[config.mk]
export PLATFORM = sky130hd
export DESIGN_NAME = mac_command_stream_parser_core
export DESIGN_NICKNAME = d
export VERILOG_FILES = /design/src/mcsp_pkg.sv /design/src/mcsp_ctrl.sv /design/src/mcsp_datapath.sv /design/src/mac_command_stream_parser_core.sv
export SDC_FILE = /design/constraint.sdc
export NUM_CORES = 1
export LEC_CHECK = 0
export CORE_ASPECT_RATIO = 0.9
export CORE_UTILIZATION = 58
export CTS_BUF_LIST = sky130_fd_sc_hd__clkbuf_8
export DETAILED_ROUTE_END_ITERATION = 10
export DONT_BUFFER_PORTS = 1
export HOLD_SLACK_MARGIN = 0.1
export MAX_ROUTING_LAYER = met4
export PLACE_DENSITY_LB_ADDON = 0.2
export RECOVER_POWER = 50
export SETUP_SLACK_MARGIN = 0.1
export SLEW_MARGIN = 20
export SYNTH_ARGS = -nofsm -noshare
export SYNTH_HDL_FRONTEND = slang
export SYNTH_SLANG_ARGS = --single-unit
[constraint.sdc]
create_clock -name clk -period 3.3 [get_ports clk]
set_clock_uncertainty 0.2 [all_clocks]
set_input_delay 0.165 -clock clk [delete_from_list [all_inputs] [get_ports clk]]
set_output_delay 0.165 -clock clk [all_outputs]
set_load 0.005 [all_outputs]
[src/mcsp_pkg.sv]
`timescale 1ns / 1ps
// Shared types, codes and tables for the MAC command stream parser.
// No dependencies; imported by every module of the block.
package mcsp_pkg;

    localparam int ANSWER_DEPTH = 32;
    localparam int FILL_W       = $clog2(ANSWER_DEPTH + 1);
    localparam int ADDR_W       = $clog2(ANSWER_DEPTH);
    localparam int ACC_W        = 40;

    localparam logic [7:0] CID_LINK_CHECK  = 8'h02;
    localparam logic [7:0] CID_DEV_STATUS  = 8'h06;
    localparam logic [7:0] CID_NEW_CHANNEL = 8'h07;
    localparam logic [7:0] CID_RX_TIMING   = 8'h08;
    localparam logic [7:0] CID_DEVICE_TIME = 8'h0D;

    localparam logic [7:0] ANS_BATTERY_UNKNOWN = 8'hFF;
    localparam logic [7:0] ANS_NEW_CHANNEL_OK  = 8'((1 << 0) | (1 << 1));

    typedef enum logic [2:0] {
        KIND_LINK_CHECK  = 3'd0,
        KIND_NEW_CHANNEL = 3'd1,
        KIND_RX_TIMING   = 3'd2,
        KIND_DEVICE_TIME = 3'd3,
        KIND_ANSWER      = 3'd4,
        KIND_DONE        = 3'd5
    } kind_t;

    typedef enum logic [1:0] {
        PH_IDLE    = 2'd0,
        PH_COLLECT = 2'd1,
        PH_ABORT   = 2'd2
    } phase_t;

    typedef enum logic [2:0] {
        ST_IDLE,
        ST_PARSE,
        ST_EVENT,
        ST_PUSH,
        ST_RDREQ,
        ST_RDOUT,
        ST_DONE
    } ctrl_state_t;

    typedef struct packed {
        logic capture;
        logic parse;
        logic load_event;
        logic push;
        logic read;
        logic load_answer;
        logic load_done;
    } ctrl_cmd_t;

    typedef struct packed {
        logic has_event;
        logic push_more;
        logic frame_last;
        logic aborted;
        logic fill_zero;
        logic rd_last;
        logic out_free;
    } ctrl_sts_t;

    // total length including identifier; 0 = unknown identifier
    function automatic logic [2:0] cmd_length(input logic [7:0] cid);
        logic [2:0] len;
        case (cid)
            8'h01: len = 3'd2;
            8'h02: len = 3'd3;
            8'h03: len = 3'd5;
            8'h04: len = 3'd2;
            8'h05: len = 3'd5;
            8'h06: len = 3'd1;
            8'h07: len = 3'd6;
            8'h08: len = 3'd2;
            8'h09: len = 3'd2;
            8'h0A: len = 3'd5;
            8'h0B: len = 3'd2;
            8'h0C: len = 3'd2;
            8'h0D: len = 3'd6;
            8'h0E: len = 3'd3;
            8'h0F: len = 3'd2;
            8'h10: len = 3'd1;
            8'h11: len = 3'd5;
            8'h12: len = 3'd4;
            8'h13: len = 3'd4;
            8'h20: len = 3'd2;
            default: len = 3'd0;
        endcase
        return len;
    endfunction

    function automatic logic [1:0] answer_len(input logic [7:0] cid);
        logic [1:0] n;
        case (cid)
            CID_DEV_STATUS:  n = 2'd3;
            CID_NEW_CHANNEL: n = 2'd2;
            CID_RX_TIMING:   n = 2'd1;
            default:         n = 2'd0;
        endcase
        return n;
    endfunction

endpackage

[src/mcsp_ctrl.sv]
`timescale 1ns / 1ps
// Sequencing state machine: byte capture, parse, event, answer push, drain, done.
// Depends on mcsp_pkg.
module mcsp_ctrl
    import mcsp_pkg::*;
(
    input  logic       clk,
    input  logic       rst_n,
    input  logic       s_tvalid,
    output logic       s_tready,
    input  ctrl_sts_t  sts,
    output ctrl_cmd_t  cmd
);

    ctrl_state_t state_reg;
    ctrl_state_t state_next;

    always_ff @(posedge clk or negedge rst_n)
    begin
        if (!rst_n)
        begin
            state_reg <= ST_IDLE;
        end
        else
        begin
            state_reg <= state_next;
        end
    end

    always_comb
    begin
        state_next = state_reg;
        cmd        = '0;
        s_tready   = 1'b0;
        case (state_reg)
            ST_IDLE:
            begin
                s_tready = 1'b1;
                if (s_tvalid)
                begin
                    cmd.capture = 1'b1;
                    state_next  = ST_PARSE;
                end
            end
            ST_PARSE:
            begin
                cmd.parse  = 1'b1;
                state_next = ST_EVENT;
            end
            ST_EVENT:
            begin
                if (!sts.has_event)
                begin
                    state_next = ST_PUSH;
                end
                else if (sts.out_free)
                begin
                    cmd.load_event = 1'b1;
                    state_next     = ST_PUSH;
                end
            end
            ST_PUSH:
            begin
                if (sts.push_more)
                begin
                    cmd.push = 1'b1;
                end
                else if (sts.frame_last)
                begin
                    if (!sts.aborted && !sts.fill_zero)
                    begin
                        state_next = ST_RDREQ;
                    end
                    else
                    begin
                        state_next = ST_DONE;
                    end
                end
                else
                begin
                    state_next = ST_IDLE;
                end
            end
            ST_RDREQ:
            begin
                cmd.read   = 1'b1;
                state_next = ST_RDOUT;
            end
            ST_RDOUT:
            begin
                if (sts.out_free)
                begin
                    cmd.load_answer = 1'b1;
                    state_next      = sts.rd_last ? ST_DONE : ST_RDREQ;
                end
            end
            ST_DONE:
            begin
                if (sts.out_free)
                begin
                    cmd.load_done = 1'b1;
                    state_next    = ST_IDLE;
                end
            end
            default:
            begin
                state_next = ST_IDLE;
            end
        endcase
    end

endmodule

[src/mcsp_datapath.sv]
`timescale 1ns / 1ps
// Parser state, answer buffer memory and output word register.
// Depends on mcsp_pkg; driven by mcsp_ctrl.
module mcsp_datapath
    import mcsp_pkg::*;
(
    input  logic        clk,
    input  logic        rst_n,
    input  logic [15:0] s_tdata,
    input  logic        s_tlast,
    input  ctrl_cmd_t   cmd,
    output ctrl_sts_t   sts,
    output logic        m_tvalid,
    input  logic        m_tready,
    output logic [63:0] m_tdata,
    output logic [2:0]  m_tuser,
    output logic        m_tlast
);

    logic [7:0]        byte_reg;
    logic [7:0]        snr_reg;
    logic              last_reg, last_next;
    phase_t            phase_reg, phase_next;
    logic [7:0]        cid_reg, cid_next;
    logic [2:0]        rem_reg, rem_next;
    logic [ACC_W-1:0]  acc_reg, acc_next;
    logic              fin_reg, fin_next;
    logic [1:0]        push_idx_reg, push_idx_next;
    logic [FILL_W-1:0] fill_reg, fill_next;
    logic              ovf_reg, ovf_next;
    logic [FILL_W-1:0] rd_idx_reg, rd_idx_next;
    logic [7:0]        rd_data_reg;
    logic [7:0]        mem [ANSWER_DEPTH];

    logic              m_tvalid_reg, m_tvalid_next;
    logic [63:0]       m_tdata_reg, m_tdata_next;
    kind_t             m_tuser_reg, m_tuser_next;
    logic              m_tlast_reg, m_tlast_next;

    logic [2:0]        len;
    logic [2:0]        rem_dec;
    logic              full;
    logic              out_free;
    logic [7:0]        push_byte;
    logic [31:0]       ev_wide;
    logic [7:0]        ev_narrow;
    logic [3:0]        ev_rmin;
    logic [3:0]        ev_rmax;
    kind_t             ev_kind;
    logic              ev_valid;
    logic [5:0]        done_cnt;

    assign len      = cmd_length(byte_reg);
    assign rem_dec  = rem_reg - 3'd1;
    assign full     = (fill_reg >= FILL_W'(ANSWER_DEPTH));
    assign out_free = !m_tvalid_reg || m_tready;
    assign done_cnt = (phase_reg == PH_ABORT) ? 6'd0 : 6'(fill_reg);

    always_comb
    begin
        ev_valid  = 1'b0;
        ev_kind   = KIND_LINK_CHECK;
        ev_wide   = '0;
        ev_narrow = '0;
        ev_rmin   = '0;
        ev_rmax   = '0;
        case (cid_reg)
            CID_LINK_CHECK:
            begin
                ev_valid  = 1'b1;
                ev_kind   = KIND_LINK_CHECK;
                ev_wide   = {24'd0, acc_reg[15:8]};
                ev_narrow = acc_reg[7:0];
            end
            CID_NEW_CHANNEL:
            begin
                ev_valid  = 1'b1;
                ev_kind   = KIND_NEW_CHANNEL;
                ev_wide   = {8'd0, acc_reg[15:8], acc_reg[23:16], acc_reg[31:24]};
                ev_narrow = acc_reg[39:32];
                ev_rmin   = acc_reg[3:0];
                ev_rmax   = acc_reg[7:4];
            end
            CID_RX_TIMING:
            begin
                ev_valid = 1'b1;
                ev_kind  = KIND_RX_TIMING;
                ev_wide  = {28'd0, acc_reg[3:0]};
            end
            CID_DEVICE_TIME:
            begin
                ev_valid  = 1'b1;
                ev_kind   = KIND_DEVICE_TIME;
                ev_wide   = {acc_reg[15:8], acc_reg[23:16], acc_reg[31:24], acc_reg[39:32]};
                ev_narrow = acc_reg[7:0];
            end
            default:
            begin
                ev_valid = 1'b0;
            end
        endcase
    end

    always_comb
    begin
        push_byte = cid_reg;
        case (cid_reg)
            CID_DEV_STATUS:
            begin
                case (push_idx_reg)
                    2'd0:    push_byte = CID_DEV_STATUS;
                    2'd1:    push_byte = ANS_BATTERY_UNKNOWN;
                    default: push_byte = snr_reg;
                endcase
            end
            CID_NEW_CHANNEL:
            begin
                push_byte = (push_idx_reg == 2'd0) ? CID_NEW_CHANNEL : ANS_NEW_CHANNEL_OK;
            end
            default:
            begin
                push_byte = cid_reg;
            end
        endcase
    end

    always_comb
    begin
        sts.has_event  = fin_reg && ev_valid;
        sts.push_more  = fin_reg && (push_idx_reg < answer_len(cid_reg));
        sts.frame_last = last_reg;
        sts.aborted    = (phase_reg == PH_ABORT);
        sts.fill_zero  = (fill_reg == '0);
        sts.rd_last    = ((rd_idx_reg + FILL_W'(1)) == fill_reg);
        sts.out_free   = out_free;
    end

    // parser and buffer bookkeeping
    always_comb
    begin
        last_next     = last_reg;
        phase_next    = phase_reg;
        cid_next      = cid_reg;
        rem_next      = rem_reg;
        acc_next      = acc_reg;
        fin_next      = fin_reg;
        push_idx_next = push_idx_reg;
        fill_next     = fill_reg;
        ovf_next      = ovf_reg;
        rd_idx_next   = rd_idx_reg;

        if (cmd.capture)
        begin
            last_next = s_tlast;
        end

        if (cmd.parse)
        begin
            fin_next      = 1'b0;
            push_idx_next = '0;
            rd_idx_next   = '0;
            case (phase_reg)
                PH_COLLECT:
                begin
                    acc_next = {acc_reg[ACC_W-9:0], byte_reg};
                    rem_next = rem_dec;
                    if (rem_dec == 3'd0)
                    begin
                        phase_next = PH_IDLE;
                        fin_next   = 1'b1;
                    end
                end
                PH_ABORT:
                begin
                    phase_next = PH_ABORT;
                end
                default:
                begin
                    cid_next = byte_reg;
                    acc_next = '0;
                    if (len == 3'd0)
                    begin
                        phase_next = PH_ABORT;
                        rem_next   = 3'd0;
                    end
                    else if (len == 3'd1)
                    begin
                        phase_next = PH_IDLE;
                        rem_next   = 3'd0;
                        fin_next   = 1'b1;
                    end
                    else
                    begin
                        phase_next = PH_COLLECT;
                        rem_next   = len - 3'd1;
                    end
                end
            endcase
        end

        if (cmd.push)
        begin
            push_idx_next = push_idx_reg + 2'd1;
            if (full)
            begin
                ovf_next = 1'b1;
            end
            else
            begin
                fill_next = fill_reg + FILL_W'(1);
            end
        end

        if (cmd.load_answer)
        begin
            rd_idx_next = rd_idx_reg + FILL_W'(1);
        end

        if (cmd.load_done)
        begin
            fin_next   = 1'b0;
            phase_next = PH_IDLE;
            cid_next   = '0;
            rem_next   = '0;
            acc_next   = '0;
            fill_next  = '0;
            ovf_next   = 1'b0;
        end
    end

    // output word register
    always_comb
    begin
        m_tvalid_next = m_tvalid_reg && !m_tready;
        m_tdata_next  = m_tdata_reg;
        m_tuser_next  = m_tuser_reg;
        m_tlast_next  = m_tlast_reg;
        if (cmd.load_event)
        begin
            m_tvalid_next = 1'b1;
            m_tuser_next  = ev_kind;
            m_tdata_next  = {16'd0, ev_rmax, ev_rmin, ev_narrow, ev_wide};
            m_tlast_next  = !last_reg;
        end
        else if (cmd.load_answer)
        begin
            m_tvalid_next = 1'b1;
            m_tuser_next  = KIND_ANSWER;
            m_tdata_next  = {8'd0, rd_data_reg, 48'd0};
            m_tlast_next  = 1'b0;
        end
        else if (cmd.load_done)
        begin
            m_tvalid_next = 1'b1;
            m_tuser_next  = KIND_DONE;
            m_tdata_next  = {ovf_reg, (phase_reg == PH_ABORT), done_cnt, 56'd0};
            m_tlast_next  = 1'b1;
        end
    end

    always_ff @(posedge clk or negedge rst_n)
    begin
        if (!rst_n)
        begin
            last_reg     <= 1'b0;
            phase_reg    <= PH_IDLE;
            cid_reg      <= '0;
            rem_reg      <= '0;
            acc_reg      <= '0;
            fin_reg      <= 1'b0;
            push_idx_reg <= '0;
            fill_reg     <= '0;
            ovf_reg      <= 1'b0;
            rd_idx_reg   <= '0;
            m_tvalid_reg <= 1'b0;
        end
        else
        begin
            last_reg     <= last_next;
            phase_reg    <= phase_next;
            cid_reg      <= cid_next;
            rem_reg      <= rem_next;
            acc_reg      <= acc_next;
            fin_reg      <= fin_next;
            push_idx_reg <= push_idx_next;
            fill_reg     <= fill_next;
            ovf_reg      <= ovf_next;
            rd_idx_reg   <= rd_idx_next;
            m_tvalid_reg <= m_tvalid_next;
        end
    end

    always_ff @(posedge clk)
    begin
        if (cmd.capture)
        begin
            byte_reg <= s_tdata[7:0];
            snr_reg  <= s_tdata[15:8];
        end
        m_tdata_reg <= m_tdata_next;
        m_tuser_reg <= m_tuser_next;
        m_tlast_reg <= m_tlast_next;
    end

    // answer buffer
    always_ff @(posedge clk)
    begin
        if (cmd.push && !full)
        begin
            mem[fill_reg[ADDR_W-1:0]] <= push_byte;
        end
        if (cmd.read)
        begin
            rd_data_reg <= mem[rd_idx_reg[ADDR_W-1:0]];
        end
    end

    assign m_tvalid = m_tvalid_reg;
    assign m_tdata  = m_tdata_reg;
    assign m_tuser  = m_tuser_reg;
    assign m_tlast  = m_tlast_reg;

    a_fill_bound: assert property (@(posedge clk) disable iff (!rst_n)
        fill_reg <= FILL_W'(ANSWER_DEPTH))
        else $error("answer fill beyond buffer depth");

    a_load_free: assert property (@(posedge clk) disable iff (!rst_n)
        (cmd.load_event || cmd.load_answer || cmd.load_done) |-> out_free)
        else $error("output word overwritten while stalled");

    a_done_last: assert property (@(posedge clk) disable iff (!rst_n)
        cmd.load_done |=> (m_tvalid_reg && m_tlast_reg && m_tuser_reg == KIND_DONE))
        else $error("done word not marked last");

    a_abort_empty: assert property (@(posedge clk) disable iff (!rst_n)
        (cmd.load_done && phase_reg == PH_ABORT) |=> (m_tdata_reg[61:56] == 6'd0))
        else $error("aborted frame reports answers");

endmodule

[src/mac_command_stream_parser_core.sv]
`timescale 1ns / 1ps
// Top level of the MAC command stream parser.
// Depends on mcsp_pkg, mcsp_ctrl and mcsp_datapath.
//
// Input stream: one payload byte per word, s_tlast on the frame's final byte.
// Output stream: decoded events, buffered answer bytes and a frame done word;
// m_tlast marks the last word caused by one input byte.
// Steps per input byte: capture, parse, an event slot (it waits for a free output
// register when there is an event), then one push per answer byte (0 to 3).
// A frame-ending byte then reads out each buffered answer byte (registered buffer
// read, then output load) unless the frame was aborted, and loads the done word.
// s_tready is high only while the sequencer waits for a byte.
// Results leave through a one-word output register; a stalled m_tready holds
// the sequencer at the next output load and the word stays on the port.
// Reset clears the parser, the fill count and the output valid at once; no
// clearing pass over the answer buffer is needed, only written entries are read.
module mac_command_stream_parser_core
    import mcsp_pkg::*;
(
    input  logic        clk,
    input  logic        rst_n,
    input  logic        s_tvalid,
    output logic        s_tready,
    input  logic [15:0] s_tdata,  // data_byte, radio_snr
    input  logic        s_tlast,
    output logic        m_tvalid,
    input  logic        m_tready,
    output logic [63:0] m_tdata,  // value_wide, value_narrow, rate_min, rate_max,
                                  // answer_byte, answer_count, aborted, overflowed
    output logic [2:0]  m_tuser,  // kind
    output logic        m_tlast
);

    ctrl_cmd_t cmd;
    ctrl_sts_t sts;

    mcsp_ctrl u_ctrl (
        .clk      (clk),
        .rst_n    (rst_n),
        .s_tvalid (s_tvalid),
        .s_tready (s_tready),
        .sts      (sts),
        .cmd      (cmd)
    );

    mcsp_datapath u_datapath (
        .clk      (clk),
        .rst_n    (rst_n),
        .s_tdata  (s_tdata),
        .s_tlast  (s_tlast),
        .cmd      (cmd),
        .sts      (sts),
        .m_tvalid (m_tvalid),
        .m_tready (m_tready),
        .m_tdata  (m_tdata),
        .m_tuser  (m_tuser),
        .m_tlast  (m_tlast)
    );

endmodule
-- Yosys cells after proc, flatten, opt, wreduce, memory -nomap -nowiden
Memories as Yosys holds them, arrays and structs flattened. A register that Yosys moved wholly into a read port is not among the register bits.
Index checks and enable logic that the tools add are counted.
- register bits after elaboration: 158
- bits in latches: 0
- memory bits (writable): 256
- bits in read-only memories: 192
- input port bits: 21
- output and inout port bits: 70
- logic and storage cells: 170
- memories kept: 2
- memory list (name ; depth ; bits a word ; read ports ; clocked after Yosys merged registers in ; wr ports ; line ; text):
    u_datapath.mem ; 32 ; 8 ; 1 ; 1 ; 1 ; mcsp_datapath.sv:33 ; logic [7:0] mem [ANSWER_DEPTH];
    (name not given) ; 64 ; 3 ; 1 ; 1 ; 0 ; mcsp_pkg.sv:68 ; case (cid)
- add/sub/neg operators: 5
- multipliers: 0
- divide/modulo/power cells: 0
- order comparisons: 2
- equal/unequal tests: 25
- shifts and indexed selects: 0
- mux-type cells: 82
- bitwise operators: 0
- reductions and logical operators: 35
- operators with widths (kind ; number):
    32-bit one-hot mux with 4 select lines ; 1
    56-bit two-way mux ; 2
    40-bit two-way mux ; 2
    40-bit one-hot mux with 2 select lines ; 1
    3-bit two-way mux ; 16
    48-bit two-way mux ; 1
    8-bit one-hot mux with 2 select lines ; 3
    6-bit two-way mux ; 7
    1-bit two-way mux ; 30
    8-bit two-way mux ; 3
    3-bit one-hot mux with 7 select lines ; 1
    8-bit by 3-bit equality test with 1-bit output, second input constant ; 2
    8-bit by 4-bit equality test with 1-bit output, second input constant ; 2
    2-bit two-way mux ; 8
    6-bit by 1-bit adder with 6-bit output, second input constant ; 2
    2-bit one-hot mux with 3 select lines ; 2
    2-bit nonzero test ; 6
    2-bit AND reduction ; 5
    3-bit equality test, second input constant ; 3
    3-bit zero test ; 3
    8-bit by 2-bit equality test with 1-bit output, second input constant ; 1
    4-bit two-way mux ; 2
    2-bit != test, second input constant ; 4
    3-bit by 1-bit equality test with 1-bit output, second input constant ; 2
    22 further kinds ; 40

-- Depth between registers and ports, before layout
Gate-level depths: netlist of the first run.
- depth after elaboration: 9
- gate-level depth with buffers: 9
- gate-level depth less buffers: 9

-- By module
From an unflattened synthesis of the first run, not the netlist that was laid out.
- cells, all modules: 1200
- area total of the unflattened synthesis: 17695.7 um2
- modules (own cells, without submodules) (module ; times used ; cells an instance ; area an instance (um2) ; seq. area each (um2)):
    mcsp_datapath ; 1 ; 1161 ; 17384.2 ; 12126.6
    mcsp_ctrl ; 1 ; 39 ; 311.5 ; 75.1

-- Worst setup path after synthesis of the first run
OpenSTA, ideal clock, no wires.
- path type: register to register
- start point: register u_ctrl.state_reg[0]
- end point: register u_datapath.m_tdata_reg[0] (netlist: u_datapath.m_tdata[0]), enable pin
- setup time: 0.612 ns
- arrival: 2.445 ns
- required time: 2.488 ns
- path slack: 0.043 ns
- cell stages (with the launch flop): 7
- path buffers: 3
- period minus slack after synthesis: 3.257 ns
- cells stage by stage: dfrtp_1 -> clkbuf_1 -> nand3b_1 -> nand2b_1 -> clkbuf_1 -> buf_1 -> nand2_1
- cells in the longest elaborated chain, start to end: 3
- elaborated cells on any way between the ends: 7
- those cells by class: eq/ne: 3; mux: 3; reduce/logical: 1
- RTL lines (item ; line ; text):
    start, declared ; mcsp_ctrl.sv:15 ; ctrl_state_t state_reg;
    start signal, assigned ; mcsp_ctrl.sv:26 ; state_reg <= state_next;
    3-bit equality test / 3-bit by 2-bit equality test with 1-bit output (equally long branches) ; mcsp_ctrl.sv:35 ; case (state_reg)
    1-bit two-way mux ; mcsp_ctrl.sv:35 ;
    3-bit nonzero test (no source line) (*) ; - ;
    end signal, assigned ; mcsp_datapath.sv:300 ; m_tdata_reg <= m_tdata_next;
    end, declared ; mcsp_datapath.sv:36 ; logic [63:0] m_tdata_reg, m_tdata_next;
Every way passes the cells marked *; elsewhere a longest branch is shown, timed or not.
A chain may end at the register's enable or synchronous reset.

-- Worst setup path in the final report of the first run
- start point: register u_datapath.cid_reg[5]
- end point: memory u_datapath.mem[7][6], enable pin
- cells in the longest elaborated chain, start to end: 9
- elaborated cells on any way between the ends: 11
- those cells by class: order compare: 1; eq/ne: 3; mux: 5; reduce/logical: 2
- RTL lines (item ; line ; text):
    start, declared ; mcsp_datapath.sv:24 ; logic [7:0] cid_reg, cid_next;
    start signal, assigned ; mcsp_datapath.sv:281 ; cid_reg <= cid_next;
    8-bit by 4-bit equality test with 1-bit output / 8-bit by 3-bit equality test with 1-bit output (equally long branches) ; mcsp_pkg.sv:96 ; case (cid)
    2-bit one-hot mux with 3 select lines (*) ; mcsp_pkg.sv:96 ;
    2-bit less-than comparator (*) ; mcsp_datapath.sv:130 ; sts.push_more = fin_reg && (push_idx_reg < answer_len(cid_reg));
    1-bit logical AND (*) ; mcsp_datapath.sv:130 ;
    1-bit two-way mux (*) ; mcsp_ctrl.sv:64 ; if (sts.push_more)
    1-bit two-way mux (*) ; mcsp_ctrl.sv:35 ;
    1-bit logical AND (*) ; mcsp_datapath.sv:308 ; if (cmd.push && !full)
    1-bit two-way mux (*) ; mcsp_datapath.sv:308 ;
    1-bit two-way mux (implied by the code) (*) ; mcsp_datapath.sv:310 ; mem[fill_reg[ADDR_W-1:0]] <= push_byte;
    end, declared ; mcsp_datapath.sv:33 ;
Marks and branches as above.

==> key figures, run 1 <==
Worst setup path
  • CP Cell Sequence: nor4_4, and2_0, nand2_1, ha_1, nand4b_1, a2111o_2, nor2_1, buf_4
  • Crit path launch type: register
  • Worst setup EP type: register
  • Crit path max-delay family: simple AND/OR/NAND/NOR gates
  • Crit path kind: register to register
  • CP required: around 3.4 ns
  • CP max stage cell: a2111o_2
  • CP Depth: 8
  • Max FO, Critical Path: 11
  • Critical path buffers and inverters: 1
  • Worst R2R Path Depth: 8
  • Critical path arrival: 3.18 ns
  • Crit path largest cell delay: between 0.6 and 0.7 ns

Drt
  • WL final: between 30 and 40 mm
  • Via/cell ratio: around 6.2
  • Routed WL per cell: 24.8 um
  • ANT nets after route: 0
  • Via Count: between 9000 and 10000
  • Starting DRT DRC Count: around 1100
  • DRC: 0
  • Pre-antenna DRT Iters: 5

Layout
  • # fillers: 1964
  • Nets: 1191
  • Diodes inserted: 0
  • Largest register FFs: 256
  • Area Growth Syn to Fin: 14.6%
  • Final instance area: 19900 um2
  • Share of layout cells above drive strength 1: 22.5%

Synth
  • Avg Inst Size Synth: 16.9 um2
  • Library cells used by synthesis: 63
  • Ys flop type: edfxtp_1
  • Gate Count Post-Synth: ~1000
  • Post-synth top area cell: edfxtp_1
  • Most common cell in the netlist: edfxtp_1
  • Area contributors post-synth: edfxtp_1 (57%), dfrtp_1 (11%), mux4_2 (10%), a22o_1 (4.1%), dfxtp_1 (2.2%)
  • Syn_nets: 1071
  • Synth Register Bits: 425
  • Share of the synthesized area in the top cell type: 57.4%
  • Sequential area share after synthesis: a little over two thirds
  • Post-synth EDFFs: 332
  • Warnings from Yosys: 0
  • Synth async-reset ratio: approximately 17%
  • Synth cell count leaders: edfxtp_1 (332), nor2_1 (85), a22o_1 (82), mux4_2 (80), dfrtp_1 (74)
  • Area of the mapped netlist: 17400 um2

GRT
  • Vias in the first global route: 9905
  • Largest net degree at the start of global routing: 75
  • Total congestion overflow: 0
  • GR Util All Layers: 28.1%
  • First-pass GRT wire length: around 61 mm
  • Initial antenna violation count: 0

STA
  • Fin. max-slew vios: 0
  • Hold Violations, Final: 0
  • Setup_tns: 0 ns
  • Crit path time final: roughly 3.1 ns
  • Max transition margin: 9.51%
  • Final period utilization: 93.3%
  • RSZ-0062 raised after global routing: yes
  • Peak Freq: approximately 320 MHz
  • Worst slew pin tran: 1.35 ns
  • Setup violations, final: 0

Clock network
  • Max Root-Sink Buffers: 3
  • Num CTS Buffers: 68
  • Clock tree sinks: around 430
  • Root Driver: clkbuf_8
  • Later-pin clock latency in the skew report: just under 0.6 ns
  • TritonCTS clock tree: done
  • CTS clk-pin slew, worst paths: about 0.060 ns
  • Htree depth: 3

Floorplanning
  • Num ports: 91
  • Die area: 30700 um2
  • Initial Utilization: about three fifths
  • Die Ht: 166 um
  • Row cnt: 59
  • Core ar.: 29200 um2
  • Die width: 184 um

Hold path
  • Hold path cells: 1
  • Hold/Removal Path Class: input pin to register

Run
  • Max cap viols: 0

Power
  • Power Dens Cells: 721 nW/um2
  • Lkg Pwr: 7.01 nW
  • Max VDD drop: approximately 0.5 mV

Placement
  • Hpwl dp: 25.2 mm
  • Routability Congestion: approximately 0.87
  • DP Area: between 15000 and 20000 um2
  • Port Buffer Count: 0

Outcome
  • Status: finished, final reports clean
[per-layer routing]
metal	part of all wire (%)	GRT usage (%)	vias to the layer above
met3	8.2	5.61	53
met5	0	-	-
met4	1.9	8.15	0
met1	44	42.4	5043
li1	-	-	4329
met2	46	39.2	500
[kinds of logic (layout without fill, tap and decap cells)]
family          count (synthesis)  after routing  share of synthesized area (%)
flops                         425            425                           70.2
simple gates                  213            213                           6.18
compound gates                177            177                           7.88
mux                           100            100                           11.6
buf+inv                        78            252                           1.88
fa+ha+maj                      21             21                           1.51
xor+xnor                       15             15                          0.756
[area by class of cell]
type | count | area [um2] | area share [%]
Sequential cell | 425 | 12200 | 61.3
Multi-Input combinational cell | 526 | 4870 | 24.5
Clock buffer | 79 | 1090 | 5.46
Timing Repair Buffer | 113 | 1000 | 5.02
Tap cell | 396 | 495 | 2.49
Clock inverter | 45 | 201 | 1.01
Inverter | 15 | 56.3 | 0.283
[path summary, 6_finish.rpt]
check	slack, ns	to	startpoint
hold reg to reg	0.27	u_datapath.m_tdata[53]$_SDFFE_PP0P_	u_datapath.rd_data_reg[5]$_DFFE_PP_
min in group asynchronous	0.77	u_datapath.acc_reg[35]$_DFFE_PN0P_	rst_n
setup reg to reg	0.22	u_datapath.mem[7][6]$_DFFE_PP_	u_datapath.cid_reg[5]$_DFFE_PN0P_
setup / recovery	0.22	u_datapath.mem[7][6]$_DFFE_PP_	u_datapath.cid_reg[5]$_DFFE_PN0P_
max in group asynchronous	1.79	u_datapath.rd_idx_reg[0]$_DFFE_PN0P_	rst_n
hold / removal	0.14	u_datapath.byte_reg[4]$_DFFE_PP_	s_tdata[4]
[where the power goes]
group,switching (mW),total (mW),internal (mW)
combinational,1.94,3.20,1.26
clock,2.02,4.22,2.19
sequential,0.340,6.94,6.60
[what timing repair did]
item | CTS | global route
hold buffers | 38 | 0
endpoints found under the setup margin | 0 | 166
setup buffers | 0 | 1
resized for setup | 0 | 2
hold endpoints to repair | 113 | 0
[placed cells by master (no fill, tap or decap), drive strengths merged, types with 36 or more instances in the layout]
master and count:
edfxtp 332, mux4 80, nor2 85, inv 40, a22o 82, dfrtp 74, buf 63, nand2 37
dlygate4sd3 36, clkbuf 92
[metrics by stage]
step / instances / total power, mW / util, % / hold slack [ns] / worst slack, ns
floorplan: 1029 / 9.00 / - / -0.331 / 0.231
detailed placement: 1436 / 10.2 / 62.7 / -0.329 / 0.124
CTS: 1598 / 14.5 / 68.5 / 0.112 / 0.122
global route: 1599 / 15.0 / 68.3 / 0.129 / 0.0726
finish: 1599 / 14.4 / 68.3 / 0.136 / 0.221
global placement: 1436 / 10.2 / 62.7 / -0.329 / 0.244
(Power assumes the default switching activity.)
==> run 2, diff against run 1 <==
--- a/config.mk
+++ b/config.mk
@@ -10,6 +10,7 @@
 export CTS_BUF_LIST = sky130_fd_sc_hd__clkbuf_8
 export DETAILED_ROUTE_END_ITERATION = 10
 export DONT_BUFFER_PORTS = 1
+export GPL_TIMING_DRIVEN = 0
 export HOLD_SLACK_MARGIN = 0.1
 export MAX_ROUTING_LAYER = met4
 export PLACE_DENSITY_LB_ADDON = 0.2
==> run 2 against run 1 <==
Against the previous run:
- the flow now finishes with violations (capacitance limit, slew limit)
- sequential power hardly changed
- clock power is 2% lower
- critical path depth is 3 higher
- hold slack worse by 0.0058 ns
- sequential cell count stayed put
- sequential share of layout area is 1.2 points lower
- via count is 1.6% higher
- first-iteration DRC count is 12% higher
- core utilization is 1.3 points higher
- cell area is 1.9% higher
- fmax is 1.7% lower
- total power is 0.17% higher
- critical path type unchanged
- critical endpoint is now u_datapath.mem[30][7]$_DFFE_PP_
==> key figures, run 2 (same netlist as run 1, synthesis figures left out) <==
Outcome
  • Status: finished with violations
  • Failing checks: capacitance limit, slew limit

Layout
  • Area of the multi-input gates: 5250 um2
  • # fillers: 1888
  • Most frequent cells in the layout: edfxtp_1 (332), a22o_1 (82), mux4_2 (80)
  • Largest register FFs: between 200 and 300
  • Area Growth Syn to Fin: 16.8%
  • Register area: 12200 um2
  • Share of layout cells above drive strength 1: about 22%
  • Diodes inserted: 0
  • Most common cell after layout, fill and taps aside: edfxtp_1
  • Nets: 1214

Placement
  • Port Buffer Count: 0
  • Hpwl dp: 26.2 mm
  • Pre-CTS WS: -0.976 ns
  • Routability Congestion: 0.871

Worst setup path
  • Crit path largest cell delay: 0.42 ns
  • Reg-to-Reg End: u_datapath.mem[30][7]$_DFFE_PP_
  • Worst setup path startpoint: u_datapath.cid_reg[5]$_DFFE_PN0P_
  • Critical path buffers and inverters: 3
  • Crit path max-delay family: simple AND/OR/NAND/NOR gates
  • Crit path launch type: register
  • FF-to-FF setup slack: 0.17 ns
  • Worst r2r src: u_datapath.cid_reg[5]$_DFFE_PN0P_
  • Worst R2R Path Depth: 11
  • Worst setup EP type: register
  • Crit path kind: register to register
  • CP Cell Sequence: nor4_4, buf_4, and2_4, nand2_4, ha_4, nand4b_1, clkbuf_1, a211oi_4, buf_6, nand2_8, nor2_4
  • Max FO, Critical Path: 8
  • CP required: 3.35 ns
  • Critical path arrival: 3.18 ns
  • CP max stage cell: dfrtp_1

Drt
  • Pre-antenna DRT Iters: 6
  • Starting DRT DRC Count: 1208
  • DRC: 0
  • Routed WL per cell: 25.2 um
  • Via/cell ratio: approximately 6.2
  • WL final: 40.8 mm
  • ANT nets after route: 0
  • Via Count: 10100

GRT
  • First-pass GRT wire length: around 62 mm
  • GR Util All Layers: 28.7%
  • Largest net degree at the start of global routing: 75
  • Vias in the first global route: approximately 10000
  • Total congestion overflow: 0
  • Initial antenna violation count: 0

STA
  • Final Worst Setup Slack: 0.168 ns
  • Peak Freq: 319 MHz
  • Fin. max-slew vios: 75
  • Max transition margin: -27.2%
  • Crit path time final: 3.13 ns
  • Worst slew pin tran: 1.91 ns
  • Hold_ws: 0.130 ns
  • Hold Violations, Final: 0
  • RSZ-0062 raised after global routing: yes
  • Final period utilization: 94.9%
  • Setup_tns: 0 ns
  • Setup violations, final: 0

Floorplanning
  • Row cnt: 59
  • Core ar.: 29200 um2
  • Num ports: slightly above 90
  • Die Ht: ~170 um
  • Die area: between 30000 and 40000 um2
  • Die width: 184 um
  • Initial Utilization: between 50 and 60%

Clock network
  • Num CTS Buffers: 68
  • TritonCTS clock tree: done
  • Max Root-Sink Buffers: 3
  • Htree depth: 3
  • Root Driver: clkbuf_8
  • CTS clk-pin slew, worst paths: 0.07 ns
  • Clock tree sinks: 425
  • Later-pin clock latency in the skew report: roughly 0.59 ns

Run
  • Max cap viols: 1

Hold path
  • Hold Path End: u_datapath.byte_reg[4]$_DFFE_PP_
  • Start point of the worst min-delay path: s_tdata[4]
  • Hold path cells: 1
  • Hold/Removal Path Class: input pin to register

Power
  • Overall Power: 14.4 mW
  • Lkg Pwr: 7.01 nW
  • Power Dens Cells: roughly 710 nW/um2
  • Max VDD drop: approximately 0.46 mV
[run 2: changes by cell type in the layout (fill, tap and decap cells not counted), sizes merged]
cell         change
clkbuf          +34
buf             -18
inv             +14
clkinv           -6
clkinvlp         -1
dlygate4sd3      +1
[run 2: worst max path at each step]
stage | slack, ns | cells after the start | end
after floorplan | 0.23 | 8 | u_datapath.mem[15][0]$_DFFE_PP_
after global placement | -1.89 | 4 | u_datapath.mem[16][2]$_DFFE_PP_
after detailed placement | -0.98 | 8 | u_datapath.mem[16][2]$_DFFE_PP_
after CTS | 0.06 | 10 | u_datapath.mem[26][5]$_DFFE_PP_
after global routing | 0.04 | 8 | u_datapath.m_tdata[22]$_SDFFCE_PN0P_
final | 0.17 | 11 | u_datapath.mem[30][7]$_DFFE_PP_
[run 2: stage by stage]
stage	std cells	utilization [%]	area, um2
2_1_floorplan	1029	-	17400
3_3_place_gp	1425	61.3	17900
3_5_place_dp	1429	61.9	18100
4_1_cts	1619	69.7	20300
5_1_grt	1623	69.6	20300
6_report	1623	69.6	20300
[run 2: worst register-to-register path: stages (launching register included)]
cell and delay, ns:
dfrtp_1 0.42, nor4_4 0.35, buf_4 0.18, and2_4 0.18
nand2_4 0.07, ha_4 0.17, nand4b_1 0.22, clkbuf_1 0.18
a211oi_4 0.18, buf_6 0.19, nand2_8 0.14, nor2_4 0.31
[run 2: cell type report]
type                       instances  area share (%)
clock inverter                    52            1.17
tap                              396            2.44
clock buffer                      73            4.95
inverter                          15           0.277
multi-input combinational        526            25.9
buffer                            63            1.39
timing repair buffer              73            3.78
sequential                       425            60.1
[run 2: what timing repair did]
item	4_1_cts	5_1_grt
pin swaps	25	7
resized for setup	77	16
setup buffers	26	4
hold buffers	39	0
setup endpoints to repair	441	406
endpoints found under the hold margin	113	0
[run 2: where the power goes]
| group | total, mW | switching [mW] | internal [mW] |
|---|---|---|---|
| Combinational | 3.28 | 2.03 | 1.26 |
| Clock | 4.14 | 2.08 | 2.07 |
| Sequential | 6.95 | 0.362 | 6.59 |
| Total | 14.4 | 4.47 | 9.92 |
[run 2: routing by layer]
layer | global-route usage [%] | routed length (um) | share of wire (%)
met4 | 7.97 | 866 | 2.1
met5 | - | 0 | 0
met2 | 39.3 | 18100 | 44
met3 | 6.80 | 4340 | 11
met1 | 43.3 | 17500 | 43
==> run 3, diff against run 2 <==
--- a/config.mk
+++ b/config.mk
@@ -6,7 +6,7 @@
 export NUM_CORES = 1
 export LEC_CHECK = 0
 export CORE_ASPECT_RATIO = 0.9
-export CORE_UTILIZATION = 58
+export CORE_UTILIZATION = 38
 export CTS_BUF_LIST = sky130_fd_sc_hd__clkbuf_8
 export DETAILED_ROUTE_END_ITERATION = 10
 export DONT_BUFFER_PORTS = 1
@@ -19,4 +19,5 @@
 export SLEW_MARGIN = 20
 export SYNTH_ARGS = -nofsm -noshare
 export SYNTH_HDL_FRONTEND = slang
+export SYNTH_HIERARCHICAL = 1
 export SYNTH_SLANG_ARGS = --single-unit
==> run 3 against run 2 <==
Against the previous run:
- the run still ends with capacitance limit, slew limit left
- non-clock buffer count is 27 higher
- cell area is 5.2% higher
- first-iteration DRC count is 30% lower
- core utilization is 23 points lower
- sequential share of layout area is 3.0 points lower
- synthesized area is 1.8% higher
- critical path type unchanged
- highest routed layer unchanged
==> key figures, run 3 <==
Floorplanning
  • Initial Utilization: 38.8%
  • Die width: 229 um
  • Row cnt: 74
  • Core ar.: between 40000 and 50000 um2
  • Die Ht: 207 um
  • Die area: 47400 um2
  • Num ports: 91

STA
  • Final period utilization: 97.2%
  • RSZ-0062 raised after global routing: yes
  • Hold Violations, Final: 0
  • Fin. max-slew vios: 75
  • Crit path time final: 3.21 ns
  • Setup violations, final: 0
  • Peak Freq: 312 MHz
  • Max transition margin: -32.5%
  • Setup_tns: 0 ns
  • Worst slew pin tran: 1.99 ns

Hold path
  • Hold path cells: 2
  • Hold/Removal Path Class: register to register
  • Start point of the worst min-delay path: u_datapath/rd_data_reg[5]$_DFFE_PP_

Clock network
  • Num CTS Buffers: ~70
  • Root Driver: clkbuf_8
  • Max Root-Sink Buffers: 3
  • Later-pin clock latency in the skew report: between 0.6 and 0.7 ns
  • CTS clk-pin slew, worst paths: 0.05 ns
  • Clock tree sinks: 425
  • Htree depth: 3
  • TritonCTS clock tree: done

Layout
  • Area Growth Syn to Fin: 20.7%
  • Diodes inserted: 0
  • Share of layout cells above drive strength 1: 20.4%
  • Largest register FFs: 256
  • # fillers: 3929
  • Nets: 1409
  • Most frequent cells in the layout: edfxtp_1 (332), nor2_1 (80), dfrtp_1 (74)
  • Final cell count without fillers: 2027
  • Most common cell after layout, fill and taps aside: edfxtp_1

Worst setup path
  • Max FO, Critical Path: 8
  • Worst setup path startpoint: u_datapath/cid_reg[6]$_DFFE_PN0P_
  • CP required: 3.40 ns
  • Crit path launch type: register
  • Worst R2R Path Depth: 11
  • CP Cell Sequence: nor4_4, nor3b_4, nand2_2, a211o_1, a21oi_2, nand2_2, nor2_4, nor2b_4, clkbuf_16, nand2_8, nor2_4
  • Worst setup EP type: register
  • Critical path arrival: around 3.3 ns
  • Crit path largest cell delay: about 0.41 ns
  • CP Depth: 11
  • Worst r2r src: u_datapath/cid_reg[6]$_DFFE_PN0P_
  • Critical path buffers and inverters: 1
  • CP max stage cell: dfrtp_1
  • Crit path max-delay family: simple AND/OR/NAND/NOR gates
  • Crit path kind: register to register

Drt
  • Via/cell ratio: 5.37
  • Starting DRT DRC Count: 843
  • Pre-antenna DRT Iters: 5
  • DRC: 0
  • ANT nets after route: 0
  • Routed WL per cell: 22.4 um
  • WL final: 45.4 mm
  • Via Count: 10900

Synth
  • Synth Register Bits: about 430
  • Sequential area share after synthesis: 69.0%
  • Synth async-reset ratio: 17.4%
  • Warnings from Yosys: 6
  • Area of the mapped netlist: 17700 um2
  • Gate Count Post-Synth: 1200
  • Avg Inst Size Synth: 14.7 um2
  • Library cells used by synthesis: 69
  • Post-synth EDFFs: 332
  • Post-synth top area cell: edfxtp_1
  • Syn_nets: 1242
  • Synth cell count leaders: edfxtp_1 (332), nor2_1 (114), dfrtp_1 (74), nand2_1 (74), mux2i_1 (72)
  • Ys flop type: edfxtp_1
  • Area contributors post-synth: edfxtp_1 (56%), dfrtp_1 (10%), mux2i_1 (4.1%), mux4_2 (4.1%), nor2_1 (2.4%)
  • Most common cell in the netlist: edfxtp_1
  • Share of the synthesized area in the top cell type: 56.3%

GRT
  • Vias in the first global route: 10800
  • Initial antenna violation count: 0
  • Total congestion overflow: 0
  • First-pass GRT wire length: 67.3 mm
  • Largest net degree at the start of global routing: 75
  • GR Util All Layers: roughly 20%

Power
  • Power Dens Cells: 699 nW/um2
  • Max VDD drop: 0.348 mV
  • Lkg Pwr: approximately 7.5 nW

Outcome
  • Failing checks: capacitance limit, slew limit
  • Status: finished with violations

Placement
  • Dpl cells: 1815
  • Hpwl dp: roughly 30 mm
  • Port Buffer Count: 0
  • Routability Congestion: 0.853

Run
  • Max cap viols: 1
-- run 3: power by group --
part / internal [mW] / switching, mW / leakage [nW]
clock network: 2.06 / 2.07 / 0.780
registers: 6.68 / 0.393 / 4.19
logic: 1.32 / 2.39 / 2.48
-- run 3: layer usage --
| metal | vias to the layer above | track usage, % | share of wire, % |
|---|---|---|---|
| li1 | 4920 | - | - |
| met1 | 5507 | 27.4 | 46 |
| met2 | 354 | 28.5 | 45 |
| met3 | 102 | 4.48 | 6.3 |
| met4 | 0 | 6.86 | 2.9 |
| met5 | - | - | 0 |
-- run 3: layout make-up --
cell class,instances,area [um2],area share [%]
Inverter,20,77.6,0.363
Timing Repair Buffer,91,1110,5.22
Multi-Input combinational cell,685,5560,26.0
Sequential cell,425,12200,57.1
Clock inverter,53,230,1.08
Tap cell,608,761,3.56
Buffer,72,409,1.92
Clock buffer,73,1000,4.70
-- run 3: stage by stage --
| stage | worst slack, ns | utilization [%] | hold WS, ns | power [mW] | instance area [um2] |
|---|---|---|---|---|---|
| global placement | -1.27 | 40.9 | -0.328 | 10.3 | 18700 |
| detailed placement | -0.944 | 41.5 | -0.328 | 10.6 | 18900 |
| floorplan | -0.0451 | - | -0.331 | 9.25 | 17900 |
| CTS | 0.0922 | 46.6 | 0.291 | 15.0 | 21300 |
| global route | -0.0581 | 46.8 | 0.326 | 15.6 | 21400 |
| finish | 0.0922 | 46.8 | 0.288 | 14.9 | 21400 |
-- run 3: what timing repair did --
item	in CTS	in global routing
resized for setup	30	30
pin swaps	32	23
gates cloned	0	2
endpoints found under the setup margin	371	331
buffers inserted	36	7
hold endpoints to repair	114	0
hold buffers	41	0
-- run 3: worst reg2reg max path, cell delays in order, from the launching register on --
cell       delay, ns
dfrtp_1         0.41
nor4_4          0.30
nor3b_4         0.25
nand2_2         0.12
a211o_1         0.36
a21oi_2         0.18
nand2_2         0.09
nor2_4          0.15
nor2b_4         0.19
clkbuf_16       0.20
nand2_8         0.16
nor2_4          0.28
-- run 3: path summary, 6_finish.rpt --
check | to | slack (ns)
min in group asynchronous | u_datapath/acc_reg[20]$_DFFE_PN0P_ | 1.22
max | u_datapath/mem[16][7]$_DFFE_PP_ | 0.09
min reg2reg | u_datapath/m_tdata[53]$_SDFFE_PP0P_ | 0.29
max in group asynchronous | u_datapath/ovf_reg$_DFFE_PN0P_ | 0.47
max reg2reg | u_datapath/mem[16][7]$_DFFE_PP_ | 0.09
min | u_datapath/m_tdata[53]$_SDFFE_PP0P_ | 0.29
-- run 3: kinds of logic after synthesis --
| group | after synthesis | synth area share, % |
|---|---|---|
| multiplexers | 110 | 8.54 |
| AO/OA/AOI/OAI | 213 | 8.68 |
| buffers and inverters | 92 | 2.56 |
| AND/OR/NAND/NOR | 327 | 9.18 |
| flip-flops | 425 | 69.0 |
| XOR/XNOR | 12 | 0.594 |
| adder cells (fa/ha/maj) | 21 | 1.48 |
